File: src/hw/rtl/mmc3bm_pkg.sv
// shared widths, codes, beat types and reset values of the bank mapper
package mmc3bm_pkg;

    // field widths
    localparam int FUNC_W    = 2;
    localparam int ADDR_W    = 16;
    localparam int VALUE_W   = 8;
    localparam int BANK_W    = 9;
    localparam int CFG_IDX_W = 1;
    localparam int CFG_DATA_W = 9;

    // operation codes carried in func
    localparam logic [FUNC_W-1:0] FUNC_CPU_WRITE = 2'd0;
    localparam logic [FUNC_W-1:0] FUNC_TICK      = 2'd1;
    localparam logic [FUNC_W-1:0] FUNC_PRG_QUERY = 2'd2;
    localparam logic [FUNC_W-1:0] FUNC_CHR_QUERY = 2'd3;

    // configuration register indexes
    localparam logic [CFG_IDX_W-1:0] CFG_PRG_BANKS   = 1'd0;
    localparam logic [CFG_IDX_W-1:0] CFG_FOUR_SCREEN = 1'd1;

    // configuration reset values
    localparam logic [CFG_DATA_W-1:0] PRG_BANKS_RESET = 9'd16;

    // fixed interrupt reload loaded by any irq register write
    localparam logic [7:0] IRQ_FIXED_RELOAD = 8'hBE;

    // one command beat
    typedef struct packed {
        logic [FUNC_W-1:0]  func;
        logic [ADDR_W-1:0]  address;
        logic [VALUE_W-1:0] value;
        logic               in_vblank;
    } cmd_t;

    // one response beat
    typedef struct packed {
        logic [BANK_W-1:0] bank;
        logic              irq_pulse;
        logic              mirror_horizontal;
    } rsp_t;

endpackage

File: src/hw/rtl/mmc3bm_if.sv
// valid/ready channel interfaces for command and response beats
interface mmc3bm_cmd_if;
    import mmc3bm_pkg::*;

    logic               valid;
    logic               ready;
    logic [FUNC_W-1:0]  func;
    logic [ADDR_W-1:0]  address;
    logic [VALUE_W-1:0] value;
    logic               in_vblank;

    modport source (output valid, output func, output address, output value,
                    output in_vblank, input ready);
    modport sink   (input valid, input func, input address, input value,
                    input in_vblank, output ready);
endinterface

interface mmc3bm_rsp_if;
    import mmc3bm_pkg::*;

    logic              valid;
    logic              ready;
    logic [BANK_W-1:0] bank;
    logic              irq_pulse;
    logic              mirror_horizontal;

    modport source (output valid, output bank, output irq_pulse,
                    output mirror_horizontal, input ready);
    modport sink   (input valid, input bank, input irq_pulse,
                    input mirror_horizontal, output ready);
endinterface

File: src/hw/rtl/mmc3_style_bank_mapper.sv
// top level of the bank mapper: input register, mapper logic, response register
//
//   channel | dir | beat contents                          | handshake
//   --------+-----+----------------------------------------+-------------------
//   cmd     | in  | func, address, value, in_vblank        | valid/ready
//   rsp     | out | bank, irq_pulse, mirror_horizontal     | valid/ready
//   cfg     | in  | cfg_index, cfg_wdata                   | cfg_we, no stall
//
// one beat per cycle sustained unless a low rsp.ready holds the flow; a response passes
// the command register, then the response register, one response per command.
// the command register keeps taking beats while a finished response waits;
// cmd.ready drops only when both registers are full and rsp.ready is low.
// rst_n sets the valid flags, mapper registers and configuration to their reset values at once.
module mmc3_style_bank_mapper (
    input  logic                                 clk,
    input  logic                                 rst_n,
    mmc3bm_cmd_if.sink                           cmd,
    mmc3bm_rsp_if.source                         rsp,
    input  logic                                 cfg_we,
    input  logic [mmc3bm_pkg::CFG_IDX_W-1:0]     cfg_index,
    input  logic [mmc3bm_pkg::CFG_DATA_W-1:0]    cfg_wdata
);
    import mmc3bm_pkg::*;

    cmd_t cmd_reg;
    logic cmd_valid_reg, cmd_valid_next;
    rsp_t rsp_reg;
    logic rsp_valid_reg, rsp_valid_next;
    rsp_t rsp_item;
    logic advance;
    logic cmd_take;

    // pipeline flow control
    assign advance   = cmd_valid_reg && (!rsp_valid_reg || rsp.ready);
    assign cmd.ready = !cmd_valid_reg || advance;
    assign cmd_take  = cmd.valid && cmd.ready;

    always_comb
    begin
        cmd_valid_next = cmd_take || (cmd_valid_reg && !advance);
        rsp_valid_next = advance || (rsp_valid_reg && !rsp.ready);
    end

    // valid flags
    always_ff @(posedge clk or negedge rst_n)
    begin
        if (!rst_n)
        begin
            cmd_valid_reg <= 1'b0;
            rsp_valid_reg <= 1'b0;
        end
        else
        begin
            cmd_valid_reg <= cmd_valid_next;
            rsp_valid_reg <= rsp_valid_next;
        end
    end

    // command and response payload registers
    always_ff @(posedge clk)
    begin
        if (cmd_take)
        begin
            cmd_reg.func      <= cmd.func;
            cmd_reg.address   <= cmd.address;
            cmd_reg.value     <= cmd.value;
            cmd_reg.in_vblank <= cmd.in_vblank;
        end
        if (advance)
        begin
            rsp_reg <= rsp_item;
        end
    end

    // mapper state and translation
    mmc3bm_mapper u_mapper (
        .clk       (clk),
        .rst_n     (rst_n),
        .step_en   (advance),
        .cmd_item  (cmd_reg),
        .cfg_we    (cfg_we),
        .cfg_index (cfg_index),
        .cfg_wdata (cfg_wdata),
        .rsp_item  (rsp_item)
    );

    // response channel
    assign rsp.valid             = rsp_valid_reg;
    assign rsp.bank              = rsp_reg.bank;
    assign rsp.irq_pulse         = rsp_reg.irq_pulse;
    assign rsp.mirror_horizontal = rsp_reg.mirror_horizontal;

endmodule

File: src/hw/rtl/mmc3bm_mapper.sv
// mapper registers, cpu write decode, irq counter and bank translation
module mmc3bm_mapper (
    input  logic                                 clk,
    input  logic                                 rst_n,
    input  logic                                 step_en,
    input  mmc3bm_pkg::cmd_t                     cmd_item,
    input  logic                                 cfg_we,
    input  logic [mmc3bm_pkg::CFG_IDX_W-1:0]     cfg_index,
    input  logic [mmc3bm_pkg::CFG_DATA_W-1:0]    cfg_wdata,
    output mmc3bm_pkg::rsp_t                     rsp_item
);
    import mmc3bm_pkg::*;

    // cpu write decode of address bits 14, 13 and 0
    localparam logic [2:0] DEC_MODE    = 3'b000;
    localparam logic [2:0] DEC_BANK    = 3'b001;
    localparam logic [2:0] DEC_MIRROR  = 3'b010;
    localparam logic [2:0] DEC_IRQ_OFF = 3'b100;
    localparam logic [2:0] DEC_IRQ_ON  = 3'b101;

    // bank register index codes
    localparam logic [2:0] IDX_CHR_LOW  = 3'd0;
    localparam logic [2:0] IDX_CHR_HIGH = 3'd1;
    localparam logic [2:0] IDX_CHR_S0   = 3'd2;
    localparam logic [2:0] IDX_CHR_S1   = 3'd3;
    localparam logic [2:0] IDX_CHR_S2   = 3'd4;
    localparam logic [2:0] IDX_CHR_S3   = 3'd5;
    localparam logic [2:0] IDX_PRG_0    = 3'd6;

    logic [CFG_DATA_W-1:0] prg_banks_reg;
    logic                  four_screen_reg;

    logic [2:0] mode_index_reg,   mode_index_next;
    logic       prg_mode_reg,     prg_mode_next;
    logic       chr_swap_reg,     chr_swap_next;
    logic [7:0] chr_pair_low_reg, chr_pair_low_next;
    logic [7:0] chr_pair_high_reg, chr_pair_high_next;
    logic [7:0] chr_single_reg [4];
    logic [7:0] chr_single_next [4];
    logic [7:0] prg_first_reg,    prg_first_next;
    logic [7:0] prg_second_reg,   prg_second_next;
    logic       override_active_reg, override_active_next;
    logic [7:0] override_bank_reg, override_bank_next;
    logic       mirroring_reg,    mirroring_next;
    logic       irq_enabled_reg,  irq_enabled_next;
    logic [7:0] irq_count_reg,    irq_count_next;
    logic [7:0] irq_reload_reg,   irq_reload_next;

    logic              is_override_range;
    logic [2:0]        write_decode;
    logic              tick_pulse;
    logic [BANK_W-1:0] last_bank;
    logic [BANK_W-1:0] last_bank_m1;
    logic [1:0]        prg_window;
    logic [BANK_W-1:0] prg_bank;
    logic [2:0]        chr_slot;
    logic [BANK_W-1:0] chr_bank;

    // configuration registers
    always_ff @(posedge clk or negedge rst_n)
    begin
        if (!rst_n)
        begin
            prg_banks_reg   <= PRG_BANKS_RESET;
            four_screen_reg <= 1'b0;
        end
        else if (cfg_we)
        begin
            case (cfg_index)
                CFG_PRG_BANKS:   prg_banks_reg   <= cfg_wdata;
                CFG_FOUR_SCREEN: four_screen_reg <= cfg_wdata[0];
                default: ;
            endcase
        end
    end

    // address range and register decode of a cpu write
    assign is_override_range =
        ((cmd_item.address[15:12] == 4'h4) && (cmd_item.address[11:8] != 4'h0)) ||
        (cmd_item.address[15:13] == 3'b011);
    assign write_decode = {cmd_item.address[14:13], cmd_item.address[0]};

    // next state for writes and scanline ticks
    always_comb
    begin
        mode_index_next      = mode_index_reg;
        prg_mode_next        = prg_mode_reg;
        chr_swap_next        = chr_swap_reg;
        chr_pair_low_next    = chr_pair_low_reg;
        chr_pair_high_next   = chr_pair_high_reg;
        chr_single_next      = chr_single_reg;
        prg_first_next       = prg_first_reg;
        prg_second_next      = prg_second_reg;
        override_active_next = override_active_reg;
        override_bank_next   = override_bank_reg;
        mirroring_next       = mirroring_reg;
        irq_enabled_next     = irq_enabled_reg;
        irq_count_next       = irq_count_reg;
        irq_reload_next      = irq_reload_reg;
        tick_pulse           = 1'b0;

        if (cmd_item.func == FUNC_CPU_WRITE)
        begin
            if (is_override_range)
            begin
                override_active_next = 1'b1;
                override_bank_next   = cmd_item.value;
            end
            else if (cmd_item.address[15])
            begin
                case (write_decode)
                    DEC_MODE:
                    begin
                        mode_index_next      = cmd_item.value[2:0];
                        prg_mode_next        = cmd_item.value[6];
                        chr_swap_next        = cmd_item.value[7];
                        override_active_next = 1'b0;
                    end
                    DEC_BANK:
                    begin
                        case (mode_index_reg)
                            IDX_CHR_LOW:  chr_pair_low_next  = {cmd_item.value[7:1], 1'b0};
                            IDX_CHR_HIGH: chr_pair_high_next = {cmd_item.value[7:1], 1'b0};
                            IDX_CHR_S0:   chr_single_next[0] = cmd_item.value;
                            IDX_CHR_S1:   chr_single_next[1] = cmd_item.value;
                            IDX_CHR_S2:   chr_single_next[2] = cmd_item.value;
                            IDX_CHR_S3:   chr_single_next[3] = cmd_item.value;
                            IDX_PRG_0:
                            begin
                                prg_first_next       = cmd_item.value;
                                override_active_next = 1'b0;
                            end
                            default:
                            begin
                                prg_second_next      = cmd_item.value;
                                override_active_next = 1'b0;
                            end
                        endcase
                    end
                    DEC_MIRROR:
                    begin
                        if (!four_screen_reg)
                        begin
                            mirroring_next = cmd_item.value[0];
                        end
                    end
                    DEC_IRQ_OFF, DEC_IRQ_ON:
                    begin
                        irq_enabled_next = cmd_item.address[0];
                        irq_reload_next  = IRQ_FIXED_RELOAD;
                        irq_count_next   = IRQ_FIXED_RELOAD;
                    end
                    default: ;
                endcase
            end
        end
        else if (cmd_item.func == FUNC_TICK)
        begin
            // post-decrement counter, reload and pulse when already zero
            if (!cmd_item.in_vblank && irq_enabled_reg)
            begin
                if (irq_count_reg == 8'd0)
                begin
                    irq_count_next = irq_reload_reg;
                    tick_pulse     = 1'b1;
                end
                else
                begin
                    irq_count_next = irq_count_reg - 8'd1;
                end
            end
        end
    end

    // mapper state registers
    always_ff @(posedge clk or negedge rst_n)
    begin
        if (!rst_n)
        begin
            mode_index_reg      <= 3'd0;
            prg_mode_reg        <= 1'b0;
            chr_swap_reg        <= 1'b0;
            chr_pair_low_reg    <= 8'd0;
            chr_pair_high_reg   <= 8'd2;
            chr_single_reg[0]   <= 8'd4;
            chr_single_reg[1]   <= 8'd5;
            chr_single_reg[2]   <= 8'd6;
            chr_single_reg[3]   <= 8'd7;
            prg_first_reg       <= 8'd0;
            prg_second_reg      <= 8'd1;
            override_active_reg <= 1'b0;
            override_bank_reg   <= 8'd0;
            mirroring_reg       <= 1'b0;
            irq_enabled_reg     <= 1'b0;
            irq_count_reg       <= 8'd0;
            irq_reload_reg      <= 8'd0;
        end
        else if (step_en)
        begin
            mode_index_reg      <= mode_index_next;
            prg_mode_reg        <= prg_mode_next;
            chr_swap_reg        <= chr_swap_next;
            chr_pair_low_reg    <= chr_pair_low_next;
            chr_pair_high_reg   <= chr_pair_high_next;
            chr_single_reg      <= chr_single_next;
            prg_first_reg       <= prg_first_next;
            prg_second_reg      <= prg_second_next;
            override_active_reg <= override_active_next;
            override_bank_reg   <= override_bank_next;
            mirroring_reg       <= mirroring_next;
            irq_enabled_reg     <= irq_enabled_next;
            irq_count_reg       <= irq_count_next;
            irq_reload_reg      <= irq_reload_next;
        end
    end

    // last and second to last 8 KB banks, modulo 512
    assign last_bank    = {prg_banks_reg[7:0], 1'b0} - 9'd1;
    assign last_bank_m1 = last_bank - 9'd1;

    // program window translation
    assign prg_window = cmd_item.address[14:13];
    always_comb
    begin
        if (!cmd_item.address[15])
        begin
            prg_bank = '0;
        end
        else if (prg_window == 2'd3)
        begin
            prg_bank = last_bank;
        end
        else if (override_active_reg)
        begin
            case (prg_window)
                2'd0:    prg_bank = {override_bank_reg, 1'b0};
                2'd1:    prg_bank = {override_bank_reg, 1'b1};
                default: prg_bank = last_bank_m1;
            endcase
        end
        else if (prg_window == 2'd1)
        begin
            prg_bank = {1'b0, prg_second_reg};
        end
        else if ((prg_window == 2'd0) != prg_mode_reg)
        begin
            prg_bank = {1'b0, prg_first_reg};
        end
        else
        begin
            prg_bank = last_bank_m1;
        end
    end

    // pattern slot translation with optional half swap
    assign chr_slot = cmd_item.address[12:10] ^ {chr_swap_reg, 2'b00};
    always_comb
    begin
        case (chr_slot)
            3'd0:    chr_bank = {1'b0, chr_pair_low_reg};
            3'd1:    chr_bank = {1'b0, chr_pair_low_reg} + 9'd1;
            3'd2:    chr_bank = {1'b0, chr_pair_high_reg};
            3'd3:    chr_bank = {1'b0, chr_pair_high_reg} + 9'd1;
            default: chr_bank = {1'b0, chr_single_reg[chr_slot[1:0]]};
        endcase
    end

    // response fields, mirroring as it stands after this beat
    always_comb
    begin
        case (cmd_item.func)
            FUNC_PRG_QUERY: rsp_item.bank = prg_bank;
            FUNC_CHR_QUERY: rsp_item.bank = chr_bank;
            default:        rsp_item.bank = '0;
        endcase
        rsp_item.irq_pulse         = tick_pulse;
        rsp_item.mirror_horizontal = mirroring_next;
    end

endmodule

File: src/flat_wrapper.sv
// flat-port wrapper written by rule: the top's interface ports become plain ports
module mmc3_style_bank_mapper_flat import mmc3bm_pkg::*;
  (clk, rst_n, cfg_we, cfg_index, cfg_wdata, cmd_valid, cmd_func, cmd_address, cmd_value, cmd_in_vblank, cmd_ready, rsp_valid, rsp_bank, rsp_irq_pulse, rsp_mirror_horizontal, rsp_ready);
  mmc3bm_cmd_if cmd_i ();
  mmc3bm_rsp_if rsp_i ();
  input  logic clk;
  input  logic rst_n;
  input  logic cfg_we;
  input  logic [mmc3bm_pkg::CFG_IDX_W-1:0] cfg_index;
  input  logic [mmc3bm_pkg::CFG_DATA_W-1:0] cfg_wdata;
  input wire logic [$bits(cmd_i.valid)-1:0] cmd_valid;
  input wire logic [$bits(cmd_i.func)-1:0] cmd_func;
  input wire logic [$bits(cmd_i.address)-1:0] cmd_address;
  input wire logic [$bits(cmd_i.value)-1:0] cmd_value;
  input wire logic [$bits(cmd_i.in_vblank)-1:0] cmd_in_vblank;
  output wire logic [$bits(cmd_i.ready)-1:0] cmd_ready;
  output wire logic [$bits(rsp_i.valid)-1:0] rsp_valid;
  output wire logic [$bits(rsp_i.bank)-1:0] rsp_bank;
  output wire logic [$bits(rsp_i.irq_pulse)-1:0] rsp_irq_pulse;
  output wire logic [$bits(rsp_i.mirror_horizontal)-1:0] rsp_mirror_horizontal;
  input wire logic [$bits(rsp_i.ready)-1:0] rsp_ready;
  assign cmd_i.valid = cmd_valid;
  assign cmd_i.func = cmd_func;
  assign cmd_i.address = cmd_address;
  assign cmd_i.value = cmd_value;
  assign cmd_i.in_vblank = cmd_in_vblank;
  assign cmd_ready = cmd_i.ready;
  assign rsp_valid = rsp_i.valid;
  assign rsp_bank = rsp_i.bank;
  assign rsp_irq_pulse = rsp_i.irq_pulse;
  assign rsp_mirror_horizontal = rsp_i.mirror_horizontal;
  assign rsp_i.ready = rsp_ready;
  mmc3_style_bank_mapper u_core (.clk(clk), .rst_n(rst_n), .cmd(cmd_i), .rsp(rsp_i), .cfg_we(cfg_we), .cfg_index(cfg_index), .cfg_wdata(cfg_wdata));
endmodule
File: config.mk
export PLATFORM = sky130hd
export DESIGN_NAME = mmc3_style_bank_mapper_flat
export DESIGN_NICKNAME = d
export VERILOG_FILES = /design/src/hw/rtl/mmc3bm_pkg.sv /design/src/hw/rtl/mmc3bm_if.sv /design/src/hw/rtl/mmc3_style_bank_mapper.sv /design/src/hw/rtl/mmc3bm_mapper.sv /design/src/flat_wrapper.sv
export SDC_FILE = /design/constraint.sdc
export NUM_CORES = 1
export LEC_CHECK = 0
export ABC_AREA = 1
export BUFFER_PORTS_ARGS = -buffer_cell sky130_fd_sc_hd__buf_2
export CORE_MARGIN = 10
export CORE_UTILIZATION = 40
export DETAILED_ROUTE_END_ITERATION = 7
export GPL_ROUTABILITY_DRIVEN = 0
export PLACE_DENSITY = 0.66
export SYNTH_ARGS = -nofsm -noshare
export SYNTH_HDL_FRONTEND = slang
export SYNTH_HIERARCHICAL = 1
export SYNTH_SLANG_ARGS = --single-unit
File: constraint.sdc
create_clock -name clk -period 6.07 [get_ports clk]
set_input_delay 1.821 -clock clk [delete_from_list [all_inputs] [get_ports clk]]
set_output_delay 1.821 -clock clk [all_outputs]
set_load 0.02 [all_outputs]
Word-level counts from Yosys, hierarchy flattened
Index checks and enable logic that the tools add are counted.
Word-level totals
  word-level logic and storage cells: 140
  memories kept: 0
  ROM bits: 0
  bits in writable memories: 0
  flip-flop bits (word level): 136
  input bits: 42
  output and inout port bits: 13
  bits in latches: 0
Cells by class
  reductions and logical operators: 46
  bitwise gates (word level): 7
  shift operators: 0
  $add $sub $neg: 5
  equal/unequal tests: 25
  multiply operators: 0
  multiplexer cells: 28
  magnitude comparators: 1
  divide/modulo/power cells: 0
Operator list (number)
  8-bit 2-to-1 mux: 9
  6-bit AND reduction: 9
  9-bit 2-to-1 mux: 5
  9-bit case mux with 2 select lines: 2
  9-bit case mux with 4 select lines: 1
  8-bit by 1-bit adder with 9-bit output (second input constant): 2
  3-bit by 2-bit equality test with 1-bit output (second input constant): 6
  9-bit by 1-bit subtractor with 9-bit output (second input constant): 2
  8-bit binary-select mux with 2-bit select: 1
  3-bit equality test (second input constant): 5
  5-bit AND reduction: 3
  3-bit by 1-bit equality test with 1-bit output (second input constant): 3
  3-bit zero test: 3
  1-bit 2-to-1 mux: 9
  8-bit zero test: 1
  8-bit by 1-bit subtractor with 8-bit output (second input constant): 1
  7-bit OR reduction: 1
  2-bit equality test (second input constant): 3
  1-bit logical AND: 6
  2-bit nonzero test: 3
  6-bit OR reduction: 1
  1-bit zero test: 5
  1-bit logical OR: 5
  1-bit inverter: 5
  17 further kinds: 21

Logic depth before layout (Yosys ltp)
  depth in word-level cells: 8
  mapped depth: 13
  depth with buffers taken out: 13

Hierarchy
The synthesis kept the hierarchy.
Modules (own cells, without submodules)
  mmc3bm_mapper: area an instance 4807.1 um^2, sequential area each 2416.1 um^2, cells an instance 592, times used 1
  mmc3_style_bank_mapper: area an instance 1236.2 um^2, sequential area each 1191.1 um^2, cells an instance 50, times used 1

Least setup slack after synthesis
Ideal clock, no wire load.
  kind: in2out
  start point: input rsp_ready
  end point: output cmd_ready
  path buffers: 0
  arrival: 2.002 ns
  stages: 2
  slack: 2.247 ns
  cells stage by stage: inv_2 nand3_2
On the way
  word-level cells in the longest chain between the ends: 3
Ends and longest elaborated chain
  start: declaration: line flat_wrapper.sv:21  | input wire logic [$bits(rsp_i.ready)-1:0] rsp_ready;
  1-bit logical OR: line mmc3_style_bank_mapper.sv:34  | assign advance = cmd_valid_reg && (!rsp_valid_reg || rsp.ready);
  1-bit logical AND: line mmc3_style_bank_mapper.sv:34
  1-bit logical OR: line mmc3_style_bank_mapper.sv:35  | assign cmd.ready = !cmd_valid_reg || advance;
  end: declaration: line flat_wrapper.sv:16  | output wire logic [$bits(cmd_i.ready)-1:0] cmd_ready;
Every way passes these cells.

Worst setup path in the final report
Same ends and word-level chain as after synthesis.

==> flow_metrics.tcl <==
set metrics [dict create \
    reg2reg_from "u_core/cmd_reg[20]" \
    min_from "u_core/u_mapper/prg_second_reg[3]" \
    grt_antenna_before_repair 0 \
    clock_tree_from_tritoncts "built" \
    totalWireLength_mm 13.64 \
    fp.dieW_um 140.8 \
    drive_gt1_share_pct 17.60 \
    mappedNetlistArea_um2 5833 \
    antenna-diode-count 0 \
    final_nets 731 \
    timing.critical_path.required_ns 4.25 \
    skew_ns 0.01425 \
    final_period_util_pct 66.76 \
    worst_pin_slew_ns 0.7883 \
    rows 44 \
    drtPass1Iterations 5 \
    setup_slack_ns 2.018 \
    time_the_worst_path_needs_with_i_o_delays_and_setup_ns 4.052 \
    cts.repair.resized 0 \
    grt_util_all_layers_pct 14.29 \
    worst-path-buf-inv 3 \
    ys.warnings.count 6 \
    min_path_cells 2 \
    setup_tns_ns 0 \
    hold_end "u_core/u_mapper/prg_second_reg[3]" \
    finalHoldWorstSlack_ns 0.4742 \
    crit_slowest_cell "sky130_fd_sc_hd__buf_2" \
    grt_pass1_vias 4545 \
    tritoncts.num_buffers 17 \
    cts.clk_slew.worst_paths_ns 0.06 \
    design.portCount 55 \
    hpwl_mm 9.469 \
    clock_tree.buffer_depth 2 \
    globalRouteOverflowTotal 0 \
    die_h_um 140.8 \
    max_clock_freq_mhz 246.8 \
    flip_flop_count_of_the_largest_register_after_layout 32 \
    min_path_type "flop to flop" \
    flow.area_growth_from_synthesis_pct 16.34 \
    maximum_number_of_pins_on_one_net_before_global_route_repair 63 \
    cts_setup_buffers 0 \
    timing.final.max_slew_violations 0 \
    cts_root_buffer_type "sky130_fd_sc_hd__clkbuf_16" \
    outcome "complete, no violations" \
    regToRegSetupSlack_ns 4.07 \
    global_route_wire_length_before_repair_mm 22.64 \
    crit_path_frequent_cell "sky130_fd_sc_hd__buf_2" \
    avgSynthCellArea_um2 9.186 \
    initial_core_util_pct 40.44 \
    syn_inst 635 \
    crit_path_start_kind "input port" \
    postCtsHoldBufs 0 \
    rsz0062_at_grt "false" \
    remaining_drc_errors 0 \
    critical_path.max_stage_delay_ns 0.17 \
    core_area_um2 14420 \
    worstSetupPathType "input port to output pin" \
    vias_per_cell 5.094 \
    endpoint_kind "output pin" \
    crit_path_max_fanout 3 \
    setup_viol 0 \
    worst-endpoint-arrival_ns 2.23 \
    clk-insertion-delay-late_ns 0.42 \
    timing.rr.end "u_core/u_mapper/override_active_reg" \
    preCtsSetupSlack_ns 2.016 \
    critical-path-top-delay-family "buffers and inverters" \
    power_density_normalized_to_cell_area_nw_per_um2 346.8 \
    timing.final.hold_violations 0 \
    leakage_power_summed_over_all_cells_nw 3.143 \
    detail-route-antenna-nets 0 \
    port_buffers 46 \
    drv.max_cap_violation_count 0 \
    headroom_to_the_max_slew_limit_pct 47.44 \
    ir_worst_vdd_v 0.0001991 \
    worstPathCellList "buf_2, inv_2, nand3_2, buf_2" \
    postSynthNetCount 680 \
    cts_num_sinks 129 \
    cts.htree.levels 4 \
    drt_first_iter_violations 331 \
    dieArea_um2 19810 \
    dr_total_vias 4498 \
    avgRoutedWirePerCell_um 15.44 \
    final_core_util_pct 47.05 \
    r2r.worst_path.cells 6 \
]
## metrics by stage
step / cell area, um^2 / power (mW) / cells
2_1_floorplan: 5833 / 1.282 / 635
4_1_cts: 6787 / 2.378 / 883
3_3_place_gp: 6218 / 1.374 / 851
3_5_place_dp: 6218 / 1.390 / 851
6_report: 6787 / 2.354 / 883
5_1_grt: 6787 / 2.482 / 883
## cells in the final DEF (no fill, tap or decap), types with 4 or more instances in the layout
cell and n:
sky130_fd_sc_hd__o22ai_1 20, sky130_fd_sc_hd__edfxtp_1 31, sky130_fd_sc_hd__or2_2 5, sky130_fd_sc_hd__clkbuf_16 17, sky130_fd_sc_hd__dfstp_2 11, sky130_fd_sc_hd__nand3_2 4, sky130_fd_sc_hd__clkinv_2 4, sky130_fd_sc_hd__nand3_1 28
sky130_fd_sc_hd__inv_1 61, sky130_fd_sc_hd__o21ai_0 49, sky130_fd_sc_hd__dfrtp_1 87, sky130_fd_sc_hd__nor3_1 9, sky130_fd_sc_hd__clkinvlp_4 5, sky130_fd_sc_hd__buf_2 45, sky130_fd_sc_hd__o21ai_1 58, sky130_fd_sc_hd__a21oi_1 23
sky130_fd_sc_hd__nor2_1 51, sky130_fd_sc_hd__inv_2 9, sky130_fd_sc_hd__xor2_1 5, sky130_fd_sc_hd__nand2_1 137
## power breakdown
| group | internal [mW] | switching, mW | leakage, nW |
|---|---|---|---|
| Clock | 0.600 | 0.377 | 0.266 |
| Combinational | 0.112 | 0.219 | 1.32 |
| Sequential | 0.982 | 0.0636 | 1.56 |
| Total | 1.69 | 0.659 | 3.14 |
## final cells by class
cell class	instances	area (um^2)
Clock buffer	18	429.2
Clock inverter	14	138.9
Fill cell	1385	7637
Inverter	70	262.8
Multi-Input combinational cell	420	2081
Sequential cell	129	3397
Tap cell	184	230.2
Timing Repair Buffer	48	247.7
## layer usage
layer  share of wire, %  routed length (um)  track usage (%)  vias to the layer above
li1                   -                   -                -                     2224
met1                 46                6337            17.65                     2161
met2                 48                6545            23.28                      106
met3                4.8                 657            4.400                        7
met4               0.70                  95            4.674                        0
met5                  0                   0                0                        -
## worst register-to-register path: stages, from the launching register on
cell and delay [ns]:
sky130_fd_sc_hd__edfxtp_1 0.58, sky130_fd_sc_hd__inv_2 0.22, sky130_fd_sc_hd__nand2_2 0.17, sky130_fd_sc_hd__o31ai_1 0.35, sky130_fd_sc_hd__nand2_1 0.12, sky130_fd_sc_hd__nand4_2 0.29
sky130_fd_sc_hd__o21ai_0 0.14
## worst max path at each step
stage          cells after the start      start        end
3_5_place_dp                       4  rsp_ready  cmd_ready
4_1_cts                            4  rsp_ready  cmd_ready
5_1_grt                            4  rsp_ready  cmd_ready
2_1_floorplan                      2  rsp_ready  cmd_ready
3_3_place_gp                       4  rsp_ready  cmd_ready
6_report                           4  rsp_ready  cmd_ready
Power figures use the tool's default switching activity.
